### src/hw/rtl/srwc_pkg.sv
package srwc_pkg;

    localparam int unsigned ADDR_W    = 32;
    localparam int unsigned SIZE_W    = 25;
    localparam int unsigned END_W     = 33;
    localparam int unsigned ALU_W     = 34;
    localparam int unsigned CFG_IDX_W = 2;
    localparam int unsigned CFG_DAT_W = 33;

    // Configuration register indexes
    localparam logic [CFG_IDX_W-1:0] CFG_WIN_BASE = 2'd0;
    localparam logic [CFG_IDX_W-1:0] CFG_WIN_END  = 2'd1;
    localparam logic [CFG_IDX_W-1:0] CFG_OFS_MASK = 2'd2;

    localparam logic [ADDR_W-1:0] WIN_BASE_RST = 32'h0000_0000;
    localparam logic [END_W-1:0]  WIN_END_RST  = 33'h0_0010_0000;
    localparam logic [ADDR_W-1:0] OFS_MASK_RST = 32'h000F_FFFF;

    typedef enum logic [3:0] {
        ST_IDLE,
        ST_LOCAL,
        ST_ROOM,
        ST_CMP,
        ST_DEV,
        ST_EMIT,
        ST_OFS,
        ST_BYTES,
        ST_LO,
        ST_HI
    } t_state;

    typedef enum logic {
        ALU_ADD,
        ALU_SUB
    } t_alu_op;

    typedef logic [ALU_W-1:0] t_alu_word;

endpackage

### src/hw/rtl/srwc_region_if.sv
interface srwc_region_if;
    logic                          valid;
    logic                          ready;
    logic                          mode;
    logic [srwc_pkg::ADDR_W-1:0]   region_addr_hi;
    logic [srwc_pkg::ADDR_W-1:0]   region_addr_lo;
    logic [srwc_pkg::SIZE_W-1:0]   region_size;
    logic [srwc_pkg::ADDR_W-1:0]   device_base;
    logic                          last_region;

    modport source (
        output valid, mode, region_addr_hi, region_addr_lo, region_size,
               device_base, last_region,
        input  ready
    );

    modport sink (
        input  valid, mode, region_addr_hi, region_addr_lo, region_size,
               device_base, last_region,
        output ready
    );
endinterface

### src/hw/rtl/srwc_chunk_if.sv
interface srwc_chunk_if;
    logic                          valid;
    logic                          ready;
    logic [srwc_pkg::ADDR_W-1:0]   bar_addr_hi;
    logic [srwc_pkg::ADDR_W-1:0]   bar_addr_lo;
    logic [srwc_pkg::ADDR_W-1:0]   src_addr;
    logic [srwc_pkg::ADDR_W-1:0]   dst_addr;
    logic [srwc_pkg::SIZE_W-1:0]   chunk_size;
    logic                          last_chunk;

    modport source (
        output valid, bar_addr_hi, bar_addr_lo, src_addr, dst_addr,
               chunk_size, last_chunk,
        input  ready
    );

    modport sink (
        input  valid, bar_addr_hi, bar_addr_lo, src_addr, dst_addr,
               chunk_size, last_chunk,
        output ready
    );
endinterface

### src/hw/rtl/srwc_alu.sv
// Shared add/subtract unit; the top bit of a subtraction is the borrow
module srwc_alu (
    input  srwc_pkg::t_alu_op   i_op,
    input  srwc_pkg::t_alu_word i_a,
    input  srwc_pkg::t_alu_word i_b,
    output srwc_pkg::t_alu_word o_res
);
    always_comb begin
        unique case (i_op)
            srwc_pkg::ALU_ADD: o_res = i_a + i_b;
            srwc_pkg::ALU_SUB: o_res = i_a - i_b;
            default:           o_res = i_a + i_b;
        endcase
    end
endmodule

### src/hw/rtl/scatter_region_window_chunker_core.sv
// Channel   | Modport | Handshake     | Moves
// ----------+---------+---------------+----------------------------------------
// i_region  | sink    | valid / ready | one scatter region item
// o_chunk   | source  | valid / ready | one window-bounded chunk item
// i_cfg_*   | -       | write enable  | window_base, window_end, offset_mask
//
// A region is taken, then each chunk runs the local, room, compare, device, emit
// and offset steps; a split chunk adds the bytes and low-address steps, and the
// high-address step if the low host address carries. A chunk item waits in emit
// on o_chunk.ready. A region gives 1 to MAX_CHUNKS chunks. The address, room,
// compare and byte-count steps take turns on the single 34-bit add/subtract unit.
// Reset: synchronous, active low; restores the register defaults and clears
// the running device offset. A stalled chunk item holds every field.
module scatter_region_window_chunker_core #(
    parameter int unsigned MAX_CHUNKS = 33
) (
    input  logic                                 i_clk,
    input  logic                                 i_rst_n,
    input  logic                                 i_cfg_we,
    input  logic [srwc_pkg::CFG_IDX_W-1:0]       i_cfg_idx,
    input  logic [srwc_pkg::CFG_DAT_W-1:0]       i_cfg_wdata,
    srwc_region_if.sink                          i_region,
    srwc_chunk_if.source                         o_chunk
);
    localparam int unsigned CNT_W = (MAX_CHUNKS > 2) ? $clog2(MAX_CHUNKS) : 1;
    localparam logic [CNT_W-1:0] CNT_LAST = CNT_W'(MAX_CHUNKS - 1);

    srwc_pkg::t_state r_state, n_state;

    // Configuration
    logic [srwc_pkg::ADDR_W-1:0] r_win_base, n_win_base;
    logic [srwc_pkg::END_W-1:0]  r_win_end,  n_win_end;
    logic [srwc_pkg::ADDR_W-1:0] r_ofs_mask, n_ofs_mask;

    // Running state across regions
    logic [srwc_pkg::ADDR_W-1:0] r_dev_ofs, n_dev_ofs;
    logic [CNT_W-1:0]            r_count,   n_count;

    // Per-region working registers
    logic                        r_mode,     n_mode;
    logic [srwc_pkg::ADDR_W-1:0] r_hi,       n_hi;
    logic [srwc_pkg::ADDR_W-1:0] r_lo,       n_lo;
    logic [srwc_pkg::SIZE_W-1:0] r_left,     n_left;
    logic [srwc_pkg::ADDR_W-1:0] r_dev_base, n_dev_base;
    logic                        r_last_reg, n_last_reg;
    logic [srwc_pkg::ADDR_W-1:0] r_local,    n_local;
    logic [srwc_pkg::END_W-1:0]  r_room,     n_room;
    logic                        r_room_ok,  n_room_ok;
    logic [srwc_pkg::SIZE_W-1:0] r_chunk,    n_chunk;
    logic                        r_last,     n_last;
    logic [srwc_pkg::ADDR_W-1:0] r_dev,      n_dev;

    srwc_pkg::t_alu_op   alu_op;
    srwc_pkg::t_alu_word alu_a, alu_b, alu_res;
    logic                split;

    srwc_alu u_alu (
        .i_op  (alu_op),
        .i_a   (alu_a),
        .i_b   (alu_b),
        .o_res (alu_res)
    );

    // Split only while the window has room, that room is short of what is
    // left, and the chunk limit is not reached.
    assign split = r_room_ok && alu_res[srwc_pkg::ALU_W-1] && (r_count < CNT_LAST);

    always_comb begin
        n_state    = r_state;
        n_win_base = r_win_base;
        n_win_end  = r_win_end;
        n_ofs_mask = r_ofs_mask;
        n_dev_ofs  = r_dev_ofs;
        n_count    = r_count;
        n_mode     = r_mode;
        n_hi       = r_hi;
        n_lo       = r_lo;
        n_left     = r_left;
        n_dev_base = r_dev_base;
        n_last_reg = r_last_reg;
        n_local    = r_local;
        n_room     = r_room;
        n_room_ok  = r_room_ok;
        n_chunk    = r_chunk;
        n_last     = r_last;
        n_dev      = r_dev;
        alu_op     = srwc_pkg::ALU_ADD;
        alu_a      = '0;
        alu_b      = '0;

        // Register writes; unused index is dropped
        if (i_cfg_we) begin
            unique case (i_cfg_idx)
                srwc_pkg::CFG_WIN_BASE: n_win_base = i_cfg_wdata[srwc_pkg::ADDR_W-1:0];
                srwc_pkg::CFG_WIN_END:  n_win_end  = i_cfg_wdata;
                srwc_pkg::CFG_OFS_MASK: n_ofs_mask = i_cfg_wdata[srwc_pkg::ADDR_W-1:0];
                default: ;
            endcase
        end

        unique case (r_state)
            srwc_pkg::ST_IDLE: begin
                if (i_region.valid) begin
                    n_mode     = i_region.mode;
                    n_hi       = i_region.region_addr_hi;
                    n_lo       = i_region.region_addr_lo;
                    n_left     = i_region.region_size;
                    n_dev_base = i_region.device_base;
                    n_last_reg = i_region.last_region;
                    n_count    = '0;
                    n_state    = srwc_pkg::ST_LOCAL;
                end
            end
            srwc_pkg::ST_LOCAL: begin
                // local = window_base + masked low address, wraps at 32 bits
                alu_a   = {2'b00, r_win_base};
                alu_b   = {2'b00, r_lo & r_ofs_mask};
                n_local = alu_res[srwc_pkg::ADDR_W-1:0];
                n_state = srwc_pkg::ST_ROOM;
            end
            srwc_pkg::ST_ROOM: begin
                alu_op    = srwc_pkg::ALU_SUB;
                alu_a     = {1'b0, r_win_end};
                alu_b     = {2'b00, r_local};
                n_room    = alu_res[srwc_pkg::END_W-1:0];
                n_room_ok = !alu_res[srwc_pkg::ALU_W-1] &&
                            (alu_res[srwc_pkg::END_W-1:0] != '0);
                n_state   = srwc_pkg::ST_CMP;
            end
            srwc_pkg::ST_CMP: begin
                // borrow means room < bytes left
                alu_op  = srwc_pkg::ALU_SUB;
                alu_a   = {1'b0, r_room};
                alu_b   = {{(srwc_pkg::ALU_W - srwc_pkg::SIZE_W){1'b0}}, r_left};
                n_chunk = split ? r_room[srwc_pkg::SIZE_W-1:0] : r_left;
                n_last  = !split;
                n_state = srwc_pkg::ST_DEV;
            end
            srwc_pkg::ST_DEV: begin
                alu_a   = {2'b00, r_dev_base};
                alu_b   = {2'b00, r_dev_ofs};
                n_dev   = alu_res[srwc_pkg::ADDR_W-1:0];
                n_state = srwc_pkg::ST_EMIT;
            end
            srwc_pkg::ST_EMIT: begin
                if (o_chunk.ready) begin
                    n_state = srwc_pkg::ST_OFS;
                end
            end
            srwc_pkg::ST_OFS: begin
                alu_a = {2'b00, r_dev_ofs};
                alu_b = {{(srwc_pkg::ALU_W - srwc_pkg::SIZE_W){1'b0}}, r_chunk};
                if (r_last) begin
                    // Clear the offset after the final region of a request
                    n_dev_ofs = r_last_reg ? '0 : alu_res[srwc_pkg::ADDR_W-1:0];
                    n_state   = srwc_pkg::ST_IDLE;
                end else begin
                    n_dev_ofs = alu_res[srwc_pkg::ADDR_W-1:0];
                    n_state   = srwc_pkg::ST_BYTES;
                end
            end
            srwc_pkg::ST_BYTES: begin
                alu_op  = srwc_pkg::ALU_SUB;
                alu_a   = {{(srwc_pkg::ALU_W - srwc_pkg::SIZE_W){1'b0}}, r_left};
                alu_b   = {{(srwc_pkg::ALU_W - srwc_pkg::SIZE_W){1'b0}}, r_chunk};
                n_left  = alu_res[srwc_pkg::SIZE_W-1:0];
                n_state = srwc_pkg::ST_LO;
            end
            srwc_pkg::ST_LO: begin
                // Advance the low host address; a carry goes on to the high word
                alu_a   = {2'b00, r_lo};
                alu_b   = {{(srwc_pkg::ALU_W - srwc_pkg::SIZE_W){1'b0}}, r_chunk};
                n_lo    = alu_res[srwc_pkg::ADDR_W-1:0];
                n_count = r_count + 1'b1;
                n_state = alu_res[srwc_pkg::ADDR_W] ? srwc_pkg::ST_HI : srwc_pkg::ST_LOCAL;
            end
            srwc_pkg::ST_HI: begin
                alu_a   = {2'b00, r_hi};
                alu_b   = {{(srwc_pkg::ALU_W - 1){1'b0}}, 1'b1};
                n_hi    = alu_res[srwc_pkg::ADDR_W-1:0];
                n_state = srwc_pkg::ST_LOCAL;
            end
            default: n_state = srwc_pkg::ST_IDLE;
        endcase
    end

    always_ff @(posedge i_clk) begin
        if (!i_rst_n) begin
            r_state    <= srwc_pkg::ST_IDLE;
            r_win_base <= srwc_pkg::WIN_BASE_RST;
            r_win_end  <= srwc_pkg::WIN_END_RST;
            r_ofs_mask <= srwc_pkg::OFS_MASK_RST;
            r_dev_ofs  <= '0;
            r_count    <= '0;
        end else begin
            r_state    <= n_state;
            r_win_base <= n_win_base;
            r_win_end  <= n_win_end;
            r_ofs_mask <= n_ofs_mask;
            r_dev_ofs  <= n_dev_ofs;
            r_count    <= n_count;
        end
    end

    always_ff @(posedge i_clk) begin
        r_mode     <= n_mode;
        r_hi       <= n_hi;
        r_lo       <= n_lo;
        r_left     <= n_left;
        r_dev_base <= n_dev_base;
        r_last_reg <= n_last_reg;
        r_local    <= n_local;
        r_room     <= n_room;
        r_room_ok  <= n_room_ok;
        r_chunk    <= n_chunk;
        r_last     <= n_last;
        r_dev      <= n_dev;
    end

    // Take a new region only when the previous one is fully delivered
    assign i_region.ready      = (r_state == srwc_pkg::ST_IDLE);

    // Chunk fields come straight from registers and hold while stalled
    assign o_chunk.valid       = (r_state == srwc_pkg::ST_EMIT);
    assign o_chunk.bar_addr_hi = r_hi;
    assign o_chunk.bar_addr_lo = r_lo;
    assign o_chunk.src_addr    = r_mode ? r_local : r_dev;
    assign o_chunk.dst_addr    = r_mode ? r_dev : r_local;
    assign o_chunk.chunk_size  = r_chunk;
    assign o_chunk.last_chunk  = r_last;

endmodule

### src/flat_wrapper.sv
// flat-port wrapper written by rule: the top's interface ports become plain ports
module scatter_region_window_chunker_core_flat 
#(
    parameter int unsigned MAX_CHUNKS = 33
)
  (i_clk, i_rst_n, i_cfg_we, i_cfg_idx, i_cfg_wdata, i_region_valid, i_region_mode, i_region_region_addr_hi, i_region_region_addr_lo, i_region_region_size, i_region_device_base, i_region_last_region, i_region_ready, o_chunk_valid, o_chunk_bar_addr_hi, o_chunk_bar_addr_lo, o_chunk_src_addr, o_chunk_dst_addr, o_chunk_chunk_size, o_chunk_last_chunk, o_chunk_ready);
  srwc_region_if i_region_i ();
  srwc_chunk_if o_chunk_i ();
  input  logic i_clk;
  input  logic i_rst_n;
  input  logic i_cfg_we;
  input  logic [srwc_pkg::CFG_IDX_W-1:0] i_cfg_idx;
  input  logic [srwc_pkg::CFG_DAT_W-1:0] i_cfg_wdata;
  input wire logic [$bits(i_region_i.valid)-1:0] i_region_valid;
  input wire logic [$bits(i_region_i.mode)-1:0] i_region_mode;
  input wire logic [$bits(i_region_i.region_addr_hi)-1:0] i_region_region_addr_hi;
  input wire logic [$bits(i_region_i.region_addr_lo)-1:0] i_region_region_addr_lo;
  input wire logic [$bits(i_region_i.region_size)-1:0] i_region_region_size;
  input wire logic [$bits(i_region_i.device_base)-1:0] i_region_device_base;
  input wire logic [$bits(i_region_i.last_region)-1:0] i_region_last_region;
  output wire logic [$bits(i_region_i.ready)-1:0] i_region_ready;
  output wire logic [$bits(o_chunk_i.valid)-1:0] o_chunk_valid;
  output wire logic [$bits(o_chunk_i.bar_addr_hi)-1:0] o_chunk_bar_addr_hi;
  output wire logic [$bits(o_chunk_i.bar_addr_lo)-1:0] o_chunk_bar_addr_lo;
  output wire logic [$bits(o_chunk_i.src_addr)-1:0] o_chunk_src_addr;
  output wire logic [$bits(o_chunk_i.dst_addr)-1:0] o_chunk_dst_addr;
  output wire logic [$bits(o_chunk_i.chunk_size)-1:0] o_chunk_chunk_size;
  output wire logic [$bits(o_chunk_i.last_chunk)-1:0] o_chunk_last_chunk;
  input wire logic [$bits(o_chunk_i.ready)-1:0] o_chunk_ready;
  assign i_region_i.valid = i_region_valid;
  assign i_region_i.mode = i_region_mode;
  assign i_region_i.region_addr_hi = i_region_region_addr_hi;
  assign i_region_i.region_addr_lo = i_region_region_addr_lo;
  assign i_region_i.region_size = i_region_region_size;
  assign i_region_i.device_base = i_region_device_base;
  assign i_region_i.last_region = i_region_last_region;
  assign i_region_ready = i_region_i.ready;
  assign o_chunk_valid = o_chunk_i.valid;
  assign o_chunk_bar_addr_hi = o_chunk_i.bar_addr_hi;
  assign o_chunk_bar_addr_lo = o_chunk_i.bar_addr_lo;
  assign o_chunk_src_addr = o_chunk_i.src_addr;
  assign o_chunk_dst_addr = o_chunk_i.dst_addr;
  assign o_chunk_chunk_size = o_chunk_i.chunk_size;
  assign o_chunk_last_chunk = o_chunk_i.last_chunk;
  assign o_chunk_i.ready = o_chunk_ready;
  scatter_region_window_chunker_core #(.MAX_CHUNKS(MAX_CHUNKS)) u_core (.i_clk(i_clk), .i_rst_n(i_rst_n), .i_cfg_we(i_cfg_we), .i_cfg_idx(i_cfg_idx), .i_cfg_wdata(i_cfg_wdata), .i_region(i_region_i), .o_chunk(o_chunk_i));
endmodule
### config.mk
export PLATFORM = sky130hd
export DESIGN_NAME = scatter_region_window_chunker_core_flat
export DESIGN_NICKNAME = d
export VERILOG_FILES = /design/src/hw/rtl/srwc_pkg.sv /design/src/hw/rtl/srwc_region_if.sv /design/src/hw/rtl/srwc_chunk_if.sv /design/src/hw/rtl/srwc_alu.sv /design/src/hw/rtl/scatter_region_window_chunker_core.sv /design/src/flat_wrapper.sv
export SDC_FILE = /design/constraint.sdc
export NUM_CORES = 1
export LEC_CHECK = 0
export BUFFER_PORTS_ARGS = -buffer_cell sky130_fd_sc_hd__buf_2
export CAP_MARGIN = 20
export CELL_PAD_IN_SITES_DETAIL_PLACEMENT = 1
export CELL_PAD_IN_SITES_GLOBAL_PLACEMENT = 1
export CORE_ASPECT_RATIO = 1.2
export CORE_MARGIN = 1.5
export CORE_UTILIZATION = 30
export CTS_BUF_LIST = sky130_fd_sc_hd__clkbuf_4 sky130_fd_sc_hd__clkbuf_8
export DETAILED_ROUTE_END_ITERATION = 8
export PLACE_DENSITY_LB_ADDON = 0.05
export SYNTH_ARGS = -nofsm -noshare
export SYNTH_HDL_FRONTEND = slang
export SYNTH_HIERARCHICAL = 1
export SYNTH_SLANG_ARGS = --single-unit
### constraint.sdc
create_clock -name i_clk -period 4.9 [get_ports i_clk]
set_input_delay 0 -clock i_clk [delete_from_list [all_inputs] [get_ports i_clk]]
set_output_delay 0 -clock i_clk [all_outputs]
set_load 0.02 [all_outputs]
# ---- After elaboration in Yosys (flattened, before gate mapping)
# Index checks and enable logic that the tools add are counted.
dict set report totals {
  register_bits 386
  output_inout_bits 156
  elab_cells 80
}
dict set report op_classes {
  add_sub_neg 3
  order_cmp 1
  eq_ne 13
  n_mux 22
  bitwise_logic 2
  reduce_logical 21
}
# op n
set op_table {}
lappend op_table {{$pmux W33 S8} 1}
lappend op_table {{$mux W32} 6}
lappend op_table {{$pmux W32 S6} 1}
lappend op_table {{$pmux W32 S2} 2}
lappend op_table {{$pmux W34 S2} 1}
lappend op_table {{$mux W25} 2}
lappend op_table {{$pmux W25 S2} 1}
lappend op_table {{$pmux W4 S10} 1}
lappend op_table {{$add A34 B34 Y34} 1}
lappend op_table {{$sub A34 B34 Y34} 1}
lappend op_table {{$reduce_bool A33 Y1} 1}
lappend op_table {{$and A32 B32 Y32} 1}
lappend op_table {{$eq A4 B3 Y1 const B} 4}
lappend op_table {{$reduce_and A2 Y1} 8}
lappend op_table {{$mux W4} 3}
lappend op_table {{$pmux W6 S2} 1}
lappend op_table {{$eq A4 B2 Y1 const B} 2}
lappend op_table {{$eq A4 B4 Y1 const B} 2}
lappend op_table {{$add A6 B1 Y6 const B} 1}
lappend op_table {{$lt A6 B6 Y1 const B} 1}
lappend op_table {{$mux W6} 1}
lappend op_table {{$reduce_bool A2 Y1} 3}
lappend op_table {{$reduce_or A3 Y1} 2}
lappend op_table {{$eq A4 B1 Y1 const B} 1}
lappend op_table {{other kinds (11)} 14}

# ---- Longest topological paths before layout
# Gate-level depths: netlist of the first run.
dict set report logic_depth {
  depth_word 8
  ltp_mapped 28
  ltp_nobuf 24
}

# ---- Cells and area by module
# The synthesis of the first run kept the hierarchy.
# module instances cells_per_inst area_each_um2
set modules_own_cells {}
lappend modules_own_cells {scatter_region_window_chunker_core 1 1650 17111.4}
lappend modules_own_cells {srwc_alu 1 377 2481.1}

# ---- Worst setup path after synthesis of the first run
# OpenSTA, ideal clock, no wires.
dict set report synth_path {
  path_type {register to register}
  start {register u_core.r_state[3]}
  end {register u_core.r_chunk (netlist bit u_core/o_chunk.chunk_size[10]), data pin}
  setup_ns 0.260
  t_arrival_ns 4.950
  setup_slack_ns -0.310
  stages_incl_launch_ff 24
  n_path_buf 3
  path_cell_list {dfxtp_1 -> nand2b_1 -> nor3_1 -> clkbuf_1 -> a32oi_1 -> nand3_1 -> nor3_1 -> nor3b_1 -> nand2_1 -> nor3_2 -> a21oi_1 -> xnor2_1 -> ha_1 -> clkbuf_1 -> nand2_1 -> o21ai_1 -> a31o_2 -> a21o_1 -> a21oi_1 -> o21ai_1 -> xnor2_1 -> nand3_1 -> buf_2 -> mux2_2}
}
dict set report synth_between {
  elab_chain_cells 8
  elab_cells_between_ends 20
  cone_classes {2 x add/sub; 8 x eq/ne; 5 x mux; 1 x bitwise; 4 x reduce/logical}
}
# element line_no
set synth_lines {}
lappend synth_lines {{from (decl)} scatter_region_window_chunker_core.sv:28} ;# srwc_pkg::t_state r_state, n_state;
lappend synth_lines {{from (signal assigned)} scatter_region_window_chunker_core.sv:189} ;# r_state <= srwc_pkg::ST_IDLE;
lappend synth_lines {{from (signal assigned)} scatter_region_window_chunker_core.sv:196} ;# r_state <= n_state;
lappend synth_lines {{$eq A4 B3 Y1 / $eq A4 B4 Y1 (equally long branches)} scatter_region_window_chunker_core.sv:101} ;# unique case (r_state)
lappend synth_lines {{$reduce_or A3 Y1 (no line)} -}
lappend synth_lines {{$pmux W32 S6 *} scatter_region_window_chunker_core.sv:101}
lappend synth_lines {{named net u_core.alu_b[19]} scatter_region_window_chunker_core.sv:54} ;# srwc_pkg::t_alu_word alu_a, alu_b, alu_res;
lappend synth_lines {{$sub A34 B34 Y34 / $add A34 B34 Y34 (equally long branches)} -}
lappend synth_lines {{$pmux W34 S2 *} srwc_alu.sv:9} ;# unique case (i_op)
lappend synth_lines {{named net u_core.alu_res[33]} scatter_region_window_chunker_core.sv:54}
lappend synth_lines {{$logic_and A1 B1 Y1 * (2 in a row)} scatter_region_window_chunker_core.sv:66} ;# assign split = r_room_ok && alu_res[srwc_pkg::ALU_W-1] && (r_count < CNT_LAST);
lappend synth_lines {{$mux W25 *} scatter_region_window_chunker_core.sv:135} ;# n_chunk = split ? r_room[srwc_pkg::SIZE_W-1:0] : r_left;
lappend synth_lines {{to (signal assigned)} scatter_region_window_chunker_core.sv:215} ;# r_chunk <= n_chunk;
lappend synth_lines {{to (decl)} scatter_region_window_chunker_core.sv:49} ;# logic [srwc_pkg::SIZE_W-1:0] r_chunk, n_chunk;
# Mark *: on every way through the listed nets, which the timed path passes. The rest lies on a longest branch.
# A chain may end at the register's enable or synchronous reset.

# ---- Worst setup path in the final report of the first run
dict set report layout_path {
  start {register u_core.r_state[1]}
  end {register u_core.r_room_ok, data pin}
}
dict set report layout_between {
  elab_chain_cells 7
  elab_cells_between_ends 20
  cone_classes {2 x add/sub; 8 x eq/ne; 4 x mux; 1 x bitwise; 5 x reduce/logical}
}
# element line_no
set layout_lines {}
lappend layout_lines {{$eq A4 B3 Y1 / $eq A4 B4 Y1 (equally long branches)} scatter_region_window_chunker_core.sv:101}
lappend layout_lines {{$reduce_or A3 Y1 (no line)} -}
lappend layout_lines {{$pmux W32 S6 *} scatter_region_window_chunker_core.sv:101}
lappend layout_lines {{named net u_core.alu_b[3]} scatter_region_window_chunker_core.sv:54}
lappend layout_lines {{$sub A34 B34 Y34 / $add A34 B34 Y34 (equally long branches)} -}
lappend layout_lines {{$pmux W34 S2 *} srwc_alu.sv:9}
lappend layout_lines {{named net u_core.alu_res[31]} scatter_region_window_chunker_core.sv:54}
lappend layout_lines {{$reduce_bool A33 Y1 *} scatter_region_window_chunker_core.sv:127} ;# (alu_res[srwc_pkg::END_W-1:0] != '0);
lappend layout_lines {{$logic_and A1 B1 Y1 *} scatter_region_window_chunker_core.sv:126} ;# n_room_ok = !alu_res[srwc_pkg::ALU_W-1] &&
lappend layout_lines {{to (signal assigned)} scatter_region_window_chunker_core.sv:214} ;# r_room_ok <= n_room_ok;
lappend layout_lines {{to (decl)} scatter_region_window_chunker_core.sv:48} ;# logic r_room_ok, n_room_ok;
# Marked as above.

==> flow_metrics.py, run 1 <==
metrics = {
    "timing": {
        "slew-limit-headroom_pct": 22.7,
        "worst_pin_slew_ns": 1.16,
        "max_freq_mhz": 194,
        "fin_crit_ns": 5.17,
        "hold_viol": 0,
        "drv_slew": 0,
        "whs_ns": 0.0511,
        "rsz0062_at_grt": "true",
        "setup_ws_ns": -0.266,
        "setup_viol": 26,
        "post-route-period-util_pct": 105,
        "worst_clock_skew_ns": 0.0298,
    },
    "logic_synthesis": {
        "netlist_instances": 2027,
        "async_flop_share_pct": 0,
        "synth_area_sq_um": 19600,
        "synth_enable_flop_cells": 247,
        "synth_top_area_cell": "edfxtp_1",
        "synth_flop_cell": "edfxtp_1",
        "synthTopCellsByCount": "598 x nand2_1, 247 x edfxtp_1, 163 x a21oi_1",
        "avgSynthCellArea_sq_um": 9.67,
        "ys_ff_latch": 386,
        "ys_seq_area_share_pct": 52.1,
        "yosys-top-cells-area": "edfxtp_1 38%, dfxtp_1 14%, nand2_1 11%, mux2_2 5.1%, a21oi_1 4.2%",
        "synth.most_common_cell": "nand2_1",
        "yosys.area.top_type_share_pct": 37.9,
        "yosys_warnings": 6,
        "synthDistinctLibCells": 73,
    },
    "hold_path": {
        "min_path_type": "input port to register",
        "min_path_cells": 2,
        "hold_path_end": "u_core/r_dev_base[3]",
        "hold_path.startpoint": "i_region_device_base[3]",
    },
    "outcome": {
        "violations": "setup timing",
        "outcome": "finished, violations left",
    },
    "grt": {
        "grtUsageMet3_pct": 2.87,
        "track_usage_pct": 30.3,
        "grt_max_degree": 67,
        "grt.busiest_layer": "met2",
        "grt_pass1_wl_mm": 147,
        "grtUsageMet1_pct": 35.1,
        "antenna_found_initial": 4,
        "grt_use_met2_pct": 56.9,
        "grt_pass1_vias": 21081,
        "overflow": 0,
    },
    "route": {
        "first_pass_iters": 5,
        "via_per_inst": 5.34,
        "dr_total_vias": 19891,
        "drtAntennaViolNets": 0,
        "wl_per_cell_um": 27.7,
        "drt-total-wl_mm": 103,
        "drt_iter0_markers": 1260,
        "drc": 0,
    },
    "cts": {
        "numCtsBuffers": 72,
        "insertion_delay_ns": 0.67,
        "cts_buffer_depth": 3,
        "root_buffer": "clkbuf_8",
        "cts_num_sinks": 386,
        "clk_pin_slew_ns": 0.08,
        "cts_tree": "yes",
        "cts_htree_levels": 3,
    },
    "setup_path": {
        "worstSetupStartpointType": "register",
        "crit_fanout": 8,
        "r2r_start": "u_core/r_state[1]",
        "required_ns": 5.32,
        "r2r_setup_slack_ns": -0.27,
        "r2r_end": "u_core/r_room_ok",
        "crit_arrival_ns": 5.59,
        "cp-end-kind": "register",
        "reg2regPathDepth": 25,
        "crit_type": "register to register",
    },
    "finish": {
        "multi_input_area_sq_um": 9550,
        "fin_nets": 3032,
        "reg_top3": "u_core/r_room: 33 flops, u_core/r_win_end: 33 flops",
        "seq_area_sq_um": 10200,
        "stdcell_count": 3728,
        "nFillCells": 7344,
        "syn_to_final_growth_pct": 47.9,
        "drive_gt1_share_pct": 37.1,
        "final_area_sq_um": 29000,
    },
    "power": {
        "leakage_nw": 11.9,
        "ir_drop_mv": 0.152,
        "power.density_nw_per_um2": 387,
    },
    "placement": {
        "routabilityCongestion": 0.911,
        "io_buffers": 318,
        "pre_cts_slack_ns": -0.795,
        "dp_hpwl_mm": 74.0,
        "dpl.cell_count": 3359,
        "place_area_sq_um": 24300,
    },
    "floorplanning": {
        "core_sq_um": 64600,
        "initial_utilization_pct": 30.3,
        "dieArea_sq_um": 66900,
        "die_y_um": 283,
        "placementRows": 102,
        "pin_count": 319,
        "fp.dieW_um": 236,
    },
    "run": {
        "drv_cap": 0,
    },
}
==> cells by family (layout without fill, tap and decap cells) <==
family                     after synthesis  after routing  share of synthesized area, %
AOI/OAI and AO/OA                      433            433                          15.1
xor gates and xnor gates                65             65                          2.91
adders and majority gates               36             36                          2.34
buffers and inverters                  161           1024                          3.74
DFF                                    386            386                          52.1
muxes                                   95             95                          5.42
other                                    1              7                        0.0191
and+or+nand+nor                        850            850                          18.4
==> worst max-delay path by stage <==
stage / from / endpoint / slack (ns)
4_1_cts: u_core/r_state[3] / u_core/r_room_ok / -0.28
5_1_grt: u_core/r_state[1] / u_core/r_room_ok / -0.48
3_3_place_gp: u_core/r_state[0] / u_core/r_room_ok / -0.65
2_1_floorplan: u_core/r_state[0] / u_core/r_room_ok / 0.0007
3_5_place_dp: u_core/r_state[0] / u_core/r_room_ok / -0.79
6_report: u_core/r_state[1] / u_core/r_room_ok / -0.27
==> report_power, final <==
| part | internal [mW] | total (mW) | leakage (nW) | switching, mW |
|---|---|---|---|---|
| Sequential | 3.87 | 4.06 | 3.45 | 0.196 |
| Combinational | 1.62 | 3.85 | 7.68 | 2.23 |
| Clock | 1.80 | 3.29 | 0.802 | 1.49 |
| Total | 7.29 | 11.2 | 11.9 | 3.91 |
==> per-layer routing <==
layer  up-vias  routed length (um)
li1       8957                   -
met1     10076               40900
met2       688               54400
met3       170                4170
met4         0                3910
met5         -                   0
==> stage by stage <==
stage               util [%]  power (mW)  TNS, ns
global route            44.9        11.7    -9.36
finish                  44.9        11.2    -4.39
global placement        37.6        7.46   -19.15
floorplan                  -        5.59        0
CTS                     43.7        11.1    -2.77
detailed placement      37.6        7.47   -29.22
==> cell type report <==
cell class,count,share of cell area (%)
Inverter,22,0.289
Clock inverter,18,0.445
Tap cell,832,3.59
Antenna cell,3,0.0259
Sequential cell,386,35.2
Clock buffer,116,4.75
Multi-Input combinational cell,1483,33.0
Timing Repair Buffer,868,22.7
==> what timing repair did <==
item / in CTS / in global routing
pin swaps: 23 / 44
cloned: 4 / 0
hold endpoints to repair: 227 / 0
resized for setup: 75 / 112
endpoints found under the setup margin: 117 / 100
hold buffers: 173 / 0
setup buffers: 26 / 33
==> critical path, stage by stage, from the launching register on <==
cell and delay (ns):
dfxtp_2 0.34, buf_12 0.14, nor2b_4 0.13, a21o_4 0.23, buf_12 0.16, nand2_4 0.06
nand3_2 0.08, or3_4 0.44, nor3b_4 0.21, buf_6 0.16, nand2_8 0.07, nor2_1 0.09
nor2_1 0.06, xnor2_1 0.14, ha_1 0.32, and4_4 0.24, nand4_1 0.10, a311o_1 0.35
a32oi_2 0.28, a21oi_4 0.11, o41ai_2 0.24, xor2_1 0.14, nor4_1 0.32, nand4_1 0.16
nor4_1 0.25, a21oi_1 0.09
==> layout by cell type, fill, tap and decap left out, types with 7 or more instances in the layout <==
master and n:
a21oi_1 147, a21oi_2 12, a222oi_1 19, a22o_1 25, a22oi_1 94, a32oi_1 25, buf_12 20, buf_2 318
buf_4 327, buf_6 26, clkbuf_4 35, clkbuf_8 81, dfxtp_1 135, dlygate4sd3_1 173, edfxtp_1 247, ha_1 28
inv_1 19, mux2_2 87, nand2_1 582, nand2_2 13, nand3_1 96, nand3_2 12, nand4_1 8, nor2_1 44
nor2_2 11, nor3_1 8, o2111ai_1 21, o211ai_1 7, o21a_1 8, o21ai_0 15, xnor2_1 38, xnor2_2 11
xor2_1 11
Note: power is estimated with default switching activity, not from simulation.
==> run 2: changes to the inputs <==
--- a/config.mk
+++ b/config.mk
@@ -5,6 +5,7 @@
 export SDC_FILE = /design/constraint.sdc
 export NUM_CORES = 1
 export LEC_CHECK = 0
+export ABC_AREA = 1
 export BUFFER_PORTS_ARGS = -buffer_cell sky130_fd_sc_hd__buf_2
 export CAP_MARGIN = 20
 export CELL_PAD_IN_SITES_DETAIL_PLACEMENT = 1
==> flow_metrics.py, run 2 <==
metrics = {
    "setup_path": {
        "crit_fanout": 16,
        "cp_top_family": "simple AND/OR/NAND/NOR gates",
        "crit_arrival_ns": 5.19,
        "cp_slowest_cell": "dfxtp_2",
        "crit_type": "register to register",
        "crit_buf_inv": 10,
        "max_stage_delay_ns": 0.34,
        "r2r_end": "u_core/o_chunk.chunk_size[6]",
        "worstSetupStartpointType": "register",
        "r2r_setup_slack_ns": 0.12,
        "required_ns": 5.31,
        "critPathLaunch": "u_core/r_state[2]",
        "r2r_start": "u_core/r_state[2]",
        "cp-end-kind": "register",
        "reg2regPathDepth": 34,
    },
    "route": {
        "wl_met2_mm": 60.4,
        "met3_length_mm": 4.29,
        "wl_per_cell_um": 25.8,
        "drtAntennaViolNets": 0,
        "via_per_inst": 5.03,
        "dr.max_layer_used": "met4",
        "drt-total-wl_mm": 117,
        "drt_iter0_markers": 1375,
        "drt-met1-wl_mm": 44.4,
        "first_pass_iters": 5,
        "drc": 0,
        "dr_total_vias": 22798,
    },
    "logic_synthesis": {
        "yosys-top-cells-area": "edfxtp_1 36%, dfxtp_1 13%, nand2_1 13%, o21ai_0 6.5%, nor2_1 5.9%",
        "ys_ff_latch": 386,
        "netlist_instances": 2667,
        "ys_seq_area_share_pct": 49.2,
        "yosys_warnings": 6,
        "synthTopCellsByCount": "714 x nand2_1, 326 x nor2_1, 269 x o21ai_0",
        "yosys.area.top_type_share_pct": 35.8,
        "synth_flop_cell": "edfxtp_1",
        "synth_area_sq_um": 20700,
        "synth_enable_flop_cells": 247,
        "avgSynthCellArea_sq_um": 7.77,
        "async_flop_share_pct": 0,
        "synth.most_common_cell": "nand2_1",
        "synthDistinctLibCells": 42,
        "synth_top_area_cell": "edfxtp_1",
    },
    "grt": {
        "track_usage_pct": 32.1,
        "grt_pass1_vias": 23887,
        "overflow": 0,
        "antenna_found_initial": 1,
        "grt_pass1_wl_mm": 163,
        "grt_max_degree": 121,
    },
    "finish": {
        "nFillCells": 8328,
        "fin_nets": 3758,
        "syn_to_final_growth_pct": 48.4,
        "final_area_sq_um": 30700,
        "mostFrequentLayoutCell": "nand2_1",
        "drive_gt1_share_pct": 29.8,
        "reg_top3": "u_core/r_room: 33 flops, u_core/r_win_end: 33 flops",
        "utilization_pct": 45.0,
        "most-common-layout-cells": "667 x nand2_1, 390 x buf_4, 318 x buf_2",
    },
    "placement": {
        "dp_hpwl_mm": 88.6,
        "io_buffers": 318,
        "place_area_sq_um": 26100,
        "pre_cts_slack_ns": -0.490,
        "routabilityCongestion": 0.960,
    },
    "hold_path": {
        "hold_path_end": "u_core/r_dev_base[16]",
        "min_path_cells": 2,
        "min_path_type": "input port to register",
        "hold_path.startpoint": "i_region_device_base[16]",
    },
    "timing": {
        "hold_viol": 0,
        "rsz0062_at_grt": "true",
        "post-route-period-util_pct": 97.5,
        "whs_ns": 0.0322,
        "finalSetupTns_ns": 0,
        "max_freq_mhz": 209,
        "worst_clock_skew_ns": 0.0396,
        "drv_slew": 0,
        "setup_viol": 0,
        "slew-limit-headroom_pct": 28.5,
        "worst_pin_slew_ns": 1.07,
        "fin_crit_ns": 4.78,
        "setup_ws_ns": 0.121,
    },
    "cts": {
        "cts_num_sinks": 386,
        "cts_htree_levels": 3,
        "clk_pin_slew_ns": 0.06,
        "cts_buffer_depth": 3,
        "root_buffer": "clkbuf_8",
        "insertion_delay_ns": 0.70,
        "cts_tree": "yes",
        "numCtsBuffers": 72,
    },
    "floorplanning": {
        "pin_count": 319,
        "core_sq_um": 68300,
        "die_y_um": 291,
        "placementRows": 105,
        "initial_utilization_pct": 30.3,
        "dieArea_sq_um": 70700,
        "fp.dieW_um": 243,
    },
    "power": {
        "leakage_nw": 14.1,
        "power.density_nw_per_um2": 489,
        "ir_drop_mv": 0.389,
    },
    "outcome": {
        "outcome": "finished, final reports clean",
    },
    "run": {
        "drv_cap": 0,
    },
}
## run 2: cell count changes in the layout (fill, tap and decap cells not counted), sizes merged, moves of 23 or more
| cell | change |
|---|---|
| buf | +50 |
| o21ai | +255 |
| inv | +256 |
| nand2 | +129 |
| nand3 | +76 |
| a32oi | -26 |
| a22oi | -85 |
| nor2 | +279 |
| xnor2 | -45 |
| a22o | -24 |
| xor2 | +23 |
| mux2 | -80 |
## run 2: layer usage
| layer | global-route usage (%) | vias to the layer above |
|---|---|---|
| li1 | - | 10607 |
| met1 | 35.4 | 11241 |
| met2 | 59.6 | 728 |
| met3 | 3.06 | 222 |
| met4 | 18.6 | 0 |
| met5 | 0 | - |
## run 2: power by group
part	total, mW	internal (mW)	switching (mW)
clock	3.38	1.83	1.55
combinational	7.31	2.71	4.60
sequential	4.34	4.12	0.225
## run 2: worst max path at each step
stage                                         end  cells past startpoint
finish               u_core/o_chunk.chunk_size[6]                     34
global route         u_core/o_chunk.chunk_size[4]                     30
CTS                 u_core/o_chunk.chunk_size[17]                     32
detailed placement   u_core/o_chunk.chunk_size[2]                     30
global placement     u_core/o_chunk.chunk_size[2]                     30
floorplan           u_core/o_chunk.chunk_size[10]                     27
## run 2: layout make-up
cell class                      instances  area [sq um]  area share (%)
Multi-Input combinational cell       1885          9700            31.5
Inverter                              273          1030            3.35
Sequential cell                       386         10200            33.2
Clock buffer                          112          1340            4.36
Timing Repair Buffer                  941          7150            23.3
Antenna cell                            1          2.50         0.00814
Tap cell                              909          1140            3.70
Clock inverter                         22           180           0.586
## run 2: logic make-up (layout without fill, tap and decap cells)
family | count (synthesis) | after routing | share of synthesized area, %
compound gates | 494 | 494 | 12.7
xor+xnor | 43 | 43 | 1.82
fa+ha+maj | 36 | 36 | 2.21
buf+inv | 399 | 1348 | 7.70
flops | 386 | 386 | 49.2
mux | 9 | 9 | 0.489
other cells | 1 | 5 | 0.0181
simple gates | 1299 | 1299 | 25.8
## run 2: what timing repair did
item | 4_1_cts | 5_1_grt
resized for setup | 59 | 160
pin swaps | 19 | 59
setup endpoints to repair | 36 | 52
buffers inserted | 5 | 24
hold endpoints to repair | 226 | 0
cloned | 2 | 2
hold buffers | 194 | 0
## run 2: per-stage QoR
stage / std cells / total power, mW
after floorplan: 2670 / 6.89
after global placement: 4166 / 11.0
after detailed placement: 4166 / 11.1
after global routing: 4529 / 15.6
final: 4529 / 15.0
after CTS: 4501 / 14.8
